<file path="src/design/mht_pkg.sv">
package mht_pkg;

    // operation codes
    typedef enum logic [1:0] {
        FUNC_INSERT = 2'd0,
        FUNC_REMOVE = 2'd1,
        FUNC_READ   = 2'd2,
        FUNC_NONE   = 2'd3
    } func_t;

    // status codes
    localparam logic [1:0] ST_OK    = 2'd0;
    localparam logic [1:0] ST_FULL  = 2'd1;
    localparam logic [1:0] ST_RANGE = 2'd2;

endpackage

</file>
<file path="src/design/max_heap_table.sv">
// channel | direction | ports
// input   | in        | s_valid, s_ready, s_func, s_value, s_index
// result  | out       | m_valid, m_ready, m_status, m_top_value, m_entry_count, m_read_value
//
// One transaction at a time. Insert/remove rebuild the heap through one
// memory with a registered read: each level of a sift-down steps through
// read node, left, right, compare and write node, write child, and each
// sift begins with a node-start step. Remove first moves the last entry
// into the removed slot. A read fetches the entry and then the top entry
// before the result; an error or the unused code fetches only the top entry.
// aresetn (synchronous, active low) empties the heap; entries are not cleared.
// s_ready is low while an operation runs or its result waits on m_ready.
module max_heap_table import mht_pkg::*; #(
    parameter int CAPACITY = 64
) (
    input  logic               aclk,
    input  logic               aresetn,
    input  logic               s_valid,
    output logic               s_ready,
    input  logic [1:0]         s_func,
    input  logic signed [31:0] s_value,
    input  logic [5:0]         s_index,
    output logic               m_valid,
    input  logic               m_ready,
    output logic [1:0]         m_status,
    output logic signed [31:0] m_top_value,
    output logic [6:0]         m_entry_count,
    output logic signed [31:0] m_read_value
);

    localparam int ADDR_W = (CAPACITY > 1) ? $clog2(CAPACITY) : 1;
    localparam int CNT_W  = $clog2(CAPACITY + 1);

    typedef enum logic [3:0] {
        S_IDLE, S_RDLAST, S_WRREM, S_NODE, S_RDN, S_RDL, S_RDR,
        S_CMP, S_SWAP, S_RDTOP, S_TOP, S_RDRD, S_RD, S_OUT
    } state_t;

    state_t              state_reg;
    logic [CNT_W-1:0]    count_reg;
    logic [CNT_W-1:0]    iter_reg;    // next sift start + 1
    logic [CNT_W:0]      node_reg;
    logic [CNT_W:0]      large_reg;
    logic signed [31:0]  nval_reg, bval_reg;
    logic [1:0]          func_reg;
    logic [5:0]          idx_reg;
    logic [1:0]          st_reg;
    logic signed [31:0]  top_reg, rdv_reg;
    logic                m_valid_reg;

    logic                we;
    logic [ADDR_W-1:0]   waddr, raddr;
    logic [31:0]         wdata, rdata;

    mht_store #(.DEPTH(CAPACITY), .ADDR_W(ADDR_W)) u_store (
        .aclk(aclk), .waddr(waddr), .we(we), .wdata(wdata),
        .raddr(raddr), .rdata(rdata)
    );

    logic [CNT_W:0] left_c, right_c;
    assign left_c  = {node_reg[CNT_W-1:0], 1'b1};
    assign right_c = left_c + 1'b1;

    // right child beats the best so far
    logic right_gt;
    assign right_gt = right_c < (CNT_W+1)'(count_reg) && $signed(rdata) > bval_reg;

    // memory port steering
    always_comb begin
        we    = 1'b0;
        waddr = '0;
        wdata = rdata;
        raddr = '0;
        case (state_reg)
            S_IDLE: begin
                we    = s_valid && s_ready && s_func == FUNC_INSERT
                        && count_reg < CNT_W'(CAPACITY);
                waddr = count_reg[ADDR_W-1:0];
                wdata = s_value;
                raddr = (s_func == FUNC_READ) ? ADDR_W'(s_index)
                                              : ADDR_W'(count_reg - 1'b1);
            end
            S_RDLAST: raddr = count_reg[ADDR_W-1:0];
            S_WRREM: begin
                we    = 1'b1;
                waddr = ADDR_W'(idx_reg);
                wdata = rdata;
            end
            S_RDN:  raddr = node_reg[ADDR_W-1:0];
            S_RDL:  raddr = left_c[ADDR_W-1:0];
            S_RDR:  raddr = right_c[ADDR_W-1:0];
            S_CMP: begin
                // write largest child into node
                we    = right_gt || large_reg != node_reg;
                waddr = node_reg[ADDR_W-1:0];
                wdata = right_gt ? rdata : bval_reg;
            end
            S_SWAP: begin
                we    = 1'b1;
                waddr = large_reg[ADDR_W-1:0];
                wdata = nval_reg;
            end
            S_RD:    raddr = ADDR_W'(idx_reg);
            S_RDTOP: raddr = '0;
            default: ;
        endcase
    end

    assign s_ready = state_reg == S_IDLE && !m_valid_reg;

    // sequencer
    always_ff @(posedge aclk) begin
        if (!aresetn) begin
            state_reg   <= S_IDLE;
            count_reg   <= '0;
            m_valid_reg <= 1'b0;
        end else begin
            if (m_valid_reg && m_ready) m_valid_reg <= 1'b0;
            case (state_reg)
                S_IDLE: if (s_valid && s_ready) begin
                    func_reg <= s_func;
                    idx_reg  <= s_index;
                    st_reg   <= ST_OK;
                    rdv_reg  <= '0;
                    case (s_func)
                        FUNC_INSERT: begin
                            if (count_reg >= CNT_W'(CAPACITY)) begin
                                st_reg    <= ST_FULL;
                                state_reg <= S_RDTOP;
                            end else begin
                                count_reg <= count_reg + 1'b1;
                                iter_reg  <= (count_reg + 1'b1) >> 1;
                                state_reg <= S_NODE;
                            end
                        end
                        FUNC_REMOVE: begin
                            if ({1'b0, s_index} >= (CNT_W+1)'(count_reg)) begin
                                st_reg    <= ST_RANGE;
                                state_reg <= S_RDTOP;
                            end else begin
                                count_reg <= count_reg - 1'b1;
                                iter_reg  <= (count_reg - 1'b1) >> 1;
                                state_reg <= S_RDLAST;
                            end
                        end
                        FUNC_READ: begin
                            if ({1'b0, s_index} >= (CNT_W+1)'(count_reg)) begin
                                st_reg    <= ST_RANGE;
                                state_reg <= S_RDTOP;
                            end else begin
                                state_reg <= S_RD;
                            end
                        end
                        default: state_reg <= S_RDTOP;
                    endcase
                end
                S_RDLAST: state_reg <= S_WRREM;
                S_WRREM:  state_reg <= S_NODE;
                S_NODE: begin
                    if (iter_reg == '0) begin
                        state_reg <= S_RDTOP;
                    end else begin
                        node_reg  <= (CNT_W+1)'(iter_reg - 1'b1);
                        iter_reg  <= iter_reg - 1'b1;
                        state_reg <= S_RDN;
                    end
                end
                S_RDN: state_reg <= S_RDL;
                S_RDL: begin
                    nval_reg  <= rdata;
                    bval_reg  <= rdata;
                    large_reg <= node_reg;
                    state_reg <= S_RDR;
                end
                S_RDR: begin
                    // left child result
                    if (left_c < (CNT_W+1)'(count_reg) && $signed(rdata) > bval_reg) begin
                        bval_reg  <= rdata;
                        large_reg <= left_c;
                    end
                    state_reg <= S_CMP;
                end
                S_CMP: begin
                    // right child result arrives now
                    if (right_gt) begin
                        bval_reg  <= rdata;
                        large_reg <= right_c;
                    end
                    state_reg <= S_SWAP;
                end
                S_SWAP: begin
                    if (large_reg == node_reg) begin
                        state_reg <= S_NODE;
                    end else begin
                        node_reg  <= large_reg;
                        state_reg <= S_RDN;
                    end
                end
                S_RDTOP: state_reg <= S_TOP;
                S_TOP: begin
                    top_reg   <= (count_reg != '0) ? $signed(rdata) : '0;
                    state_reg <= S_OUT;
                end
                S_RD: begin
                    state_reg <= S_RDRD;
                end
                S_RDRD: begin
                    rdv_reg   <= rdata;
                    state_reg <= S_RDTOP;
                end
                S_OUT: begin
                    m_valid_reg <= 1'b1;
                    state_reg   <= S_IDLE;
                end
                default: state_reg <= S_IDLE;
            endcase
        end
    end

    assign m_valid       = m_valid_reg;
    assign m_status      = st_reg;
    assign m_top_value   = top_reg;
    assign m_entry_count = 7'(count_reg);
    assign m_read_value  = rdv_reg;

    // result only while idle
    assert property (@(posedge aclk) disable iff (!aresetn)
        m_valid |-> state_reg == S_IDLE)
        else $error("result while busy");
    assert property (@(posedge aclk) disable iff (!aresetn)
        count_reg <= CNT_W'(CAPACITY))
        else $error("count over capacity");
    assert property (@(posedge aclk) disable iff (!aresetn)
        (m_valid && m_status == ST_FULL) |-> m_entry_count == 7'(CAPACITY))
        else $error("full status with room");

endmodule

</file>
<file path="src/design/mht_store.sv">
module mht_store import mht_pkg::*; #(
    parameter int DEPTH  = 64,
    parameter int ADDR_W = 6
) (
    input  logic              aclk,
    input  logic [ADDR_W-1:0] waddr,
    input  logic              we,
    input  logic [31:0]       wdata,
    input  logic [ADDR_W-1:0] raddr,
    output logic [31:0]       rdata
);

    logic [31:0] mem [DEPTH];
    logic [31:0] rdata_reg;

    // one write port, one registered read port
    always_ff @(posedge aclk) begin
        if (we) begin
            mem[waddr] <= wdata;
        end
        rdata_reg <= mem[raddr];
    end

    assign rdata = rdata_reg;

endmodule
</file>
<file path="config.mk">
export PLATFORM = sky130hd
export DESIGN_NAME = max_heap_table
export DESIGN_NICKNAME = d
export VERILOG_FILES = /design/src/design/mht_pkg.sv /design/src/design/max_heap_table.sv /design/src/design/mht_store.sv
export SDC_FILE = /design/constraint.sdc
export NUM_CORES = 2
export LEC_CHECK = 0
export ABC_AREA = 1
export CORE_ASPECT_RATIO = 0.6
export CORE_MARGIN = 2
export CORE_UTILIZATION = 35
export CTS_CLUSTER_DIAMETER = 60
export DETAILED_ROUTE_END_ITERATION = 10
export DONT_BUFFER_PORTS = 1
export PLACE_DENSITY = 0.54
export SLEW_MARGIN = 0
export SYNTH_ARGS = -nofsm -noshare
export SYNTH_HDL_FRONTEND = slang
export SYNTH_SLANG_ARGS = --single-unit
export TNS_END_PERCENT = 10
</file>
<file path="constraint.sdc">
create_clock -name aclk -period 4.6 [get_ports aclk]
set_clock_uncertainty 0.15 [all_clocks]
set_input_delay 0.46 -clock aclk [delete_from_list [all_inputs] [get_ports aclk]]
set_output_delay 0.46 -clock aclk [all_outputs]
set_load 0.05 [all_outputs]
</file>
==> results_dict.tcl <==
set metrics [dict create \
    status "complete, no violations" \
    grt_pass1_wl_um 432000 \
    grt_pass1_vias 62800 \
    cp_slowest_cell "o21ai_0" \
    start_util_pct 35.2 \
    final-max-slew-violation-count 0 \
    finalHoldViolations 0 \
    path_clk_slew_ns 0.07 \
    synth_edf_count 2207 \
    drt-total-wl_um 297000 \
    synthMuxAreaShare_pct 0.0102 \
    synth_fa_ha_area_share_pct 0.753 \
    synth_ff_type "edfxtp_1" \
    synth_compound_area_share_pct 3.05 \
    dpl.hpwl_um 177000 \
    crit_top_cell "nand2_1" \
    antenna_found_initial 15 \
    synth.area.top_cells "edfxtp_1 68%, nand2_1 8.2%, nand3_1 7.7%" \
    final_cell_area_mm2 0.112 \
    viasPerCell 5.21 \
    required_ns 4.88 \
    post-cts-setup-buffers 0 \
    numCtsBuffers 202 \
    path_buf_inv 2 \
    dp_slack_ns 0.575 \
    largest_reg_flops 2048 \
    ant_nets 0 \
    final_nets 9006 \
    grt_max_degree 181 \
    slowest_delay_ns 1.06 \
    ios 119 \
    ys_seq_area_share_pct 68.5 \
    drt-pass1-iter-count 6 \
    clockBufferDepth 4 \
    grt-ovfl-total 0 \
    io_buffer_count 0 \
    fmax_mhz 230 \
    drc 0 \
    setup.worst_path.class "flop to flop" \
    arrival_ns 4.63 \
    r2r_end "u_store.mem[57][29]" \
    worst_pin_slew_ns 1.39 \
    clk_latency_ns 0.87 \
    post_layout_nonfiller_instances 12800 \
    cts-root-buf "clkbuf_16" \
    synthCells 8872 \
    worstSetupStartpoint "u_store.rdata[25]" \
    r2r-start "u_store.rdata[25]" \
    numClockSinks 2251 \
    cp_num_cells 14 \
    fp.dieH_um 414 \
    placed_cell_area_mm2 0.106 \
    num_rows 150 \
    r2r_cells 14 \
    syn_nets 8975 \
    period_share_pct 94.5 \
    synth_area_per_cell_um2 11.1 \
    slew_headroom_pct 6.31 \
    met2_usage_pct 29.7 \
    yosys.area_share.simple_pct 20.8 \
    finalWeightedCongestion 0.904 \
    die_w_um 687 \
    cts_resized 0 \
    vias 66600 \
    hold_path.class "input port to flop" \
    core-area_mm2 0.279 \
    dieArea_mm2 0.285 \
    use_met1_pct 30.9 \
    endpoint "u_store.mem[57][29]" \
    grt.met3_usage_pct 4.62 \
    cap_violations 0 \
    dp_cells 12400 \
    cts_tree "built" \
    cp_top_family "compound AO/OA/AOI/OAI gates" \
    r2r_setup_slack_ns 0.26 \
    setup_slack_ns 0.255 \
    drive_gt1_share_pct 8.39 \
    regMostFlops "u_store.mem" \
    routedWlPerCell_um 23.3 \
    synth_top_family_by_area "simple AND/OR/NAND/NOR gates" \
    synth_seq_cells 2251 \
    synth_warnings 0 \
    setup_viol 0 \
    grt-busiest-layer "met1" \
    syn-cell-area_mm2 0.0981 \
    yosys.area_share.xor_xnor_pct 0.170 \
    rsz0062_at_grt "false" \
    crit_fanout 64 \
    grt.total_usage_pct 20.3 \
    cp_cell_sequence "ha_1 > a21oi_1 > o21ai_0 > nand2_1 > nand2_1 > a21oi_1 > nand2_1 > nand2_1 > nand4_1 > buf_4 > nand2_1 > nand3_1 > a21oi_4 > buf_12" \
    synth_top_cell_area_share_pct 67.6 \
    end_kind "flop" \
    synth_cell_types 51 \
    startpoint_type "flop" \
    fin_crit_ns 4.34 \
    async_reset_ff_share_pct 0 \
    drtIter0Drc 7945 \
    syn_to_final_growth_pct 14.7 \
    htree_levels 4 \
    synth_top_cell_by_area "edfxtp_1" \
]
## area by class of cell
class                           count  area (um^2)
Multi-Input combinational cell   5032        25200
Sequential cell                  2251        67200
Clock buffer                      256         5400
Tap cell                         3724         4660
Timing Repair Buffer              368         4990
Fill cell                       26300       166000
Clock inverter                    107         1060
Inverter                         1048         3970
Antenna cell                        5         12.5
## how the worst min path moves through the flow
stage / from / to / cells past startpoint
after floorplan: u_store.rdata[0] / nval_reg[0] / 0
after global placement: u_store.rdata[31] / nval_reg[31] / 0
after detailed placement: u_store.rdata[0] / nval_reg[0] / 0
after CTS: s_index[5] / m_status[1] / 6
after global routing: s_index[4] / idx_reg[4] / 1
final: s_index[4] / idx_reg[4] / 1
## cell usage after synthesis, drive strengths merged, types with 32 or more instances
cell / count
o211ai: 65
a221oi: 32
clkbuf: 215
nand3b: 450
edfxtp: 2207
nand4: 46
inv: 1045
ha: 59
buf: 326
o21ai: 333
nor2: 238
nand3: 1518
a21oi: 71
dfxtp: 44
nand2: 2153
## per-stage QoR
step                      util, %  hold WS (ns)  TNS (ns)
after detailed placement     38.0         0.335         0
final                        40.4        0.0912         0
after floorplan                 -         0.281   -370.07
after global placement       38.0         0.324         0
after global routing         40.4        0.0637         0
after CTS                    40.4        0.0327         0
## routing by layer
| layer | share of wire, % | wire length (um) | vias to the layer above |
|---|---|---|---|
| met5 | 0.037 | 109 | - |
| met4 | 1.7 | 4950 | 4 |
| met3 | 9.6 | 28600 | 343 |
| met2 | 42 | 126000 | 2748 |
| met1 | 46 | 138000 | 33100 |
| li1 | - | - | 30500 |
## cell usage in the layout, fill, tap and decap left out, types with 43 or more instances in the layout
cell | netlist | layout
nor2_4 | 1 | 69
o211ai_1 | 65 | 65
nand3b_1 | 450 | 450
o21ai_0 | 171 | 171
buf_4 | 98 | 181
clkbuf_16 | 0 | 205
nand2_1 | 2149 | 2148
clkbuf_1 | 215 | 43
ha_1 | 59 | 59
edfxtp_1 | 2207 | 2207
o21ai_1 | 162 | 162
nand4_1 | 46 | 46
clkinv_1 | 3 | 50
dfxtp_1 | 44 | 44
inv_1 | 1039 | 1037
buf_12 | 0 | 176
nand3_1 | 1518 | 1517
nor2_1 | 233 | 164
## kinds of logic after synthesis
kind of cell | Yosys count
multiplexers | 1
adder cells (fa/ha/maj) | 59
AND/OR/NAND/NOR | 4428
XOR/XNOR | 19
AO/OA/AOI/OAI | 525
buffers and inverters | 1589
flip-flops | 2251
## repair_timing
item | CTS | global route
hold buffers | 11 | 0
endpoints found under the setup margin | 0 | 0
hold endpoints to repair | 28 | 0
Power is left out: the tool's default activity adds up to more than one toggle a clock period on the data nets, which glitch-free logic cannot reach.
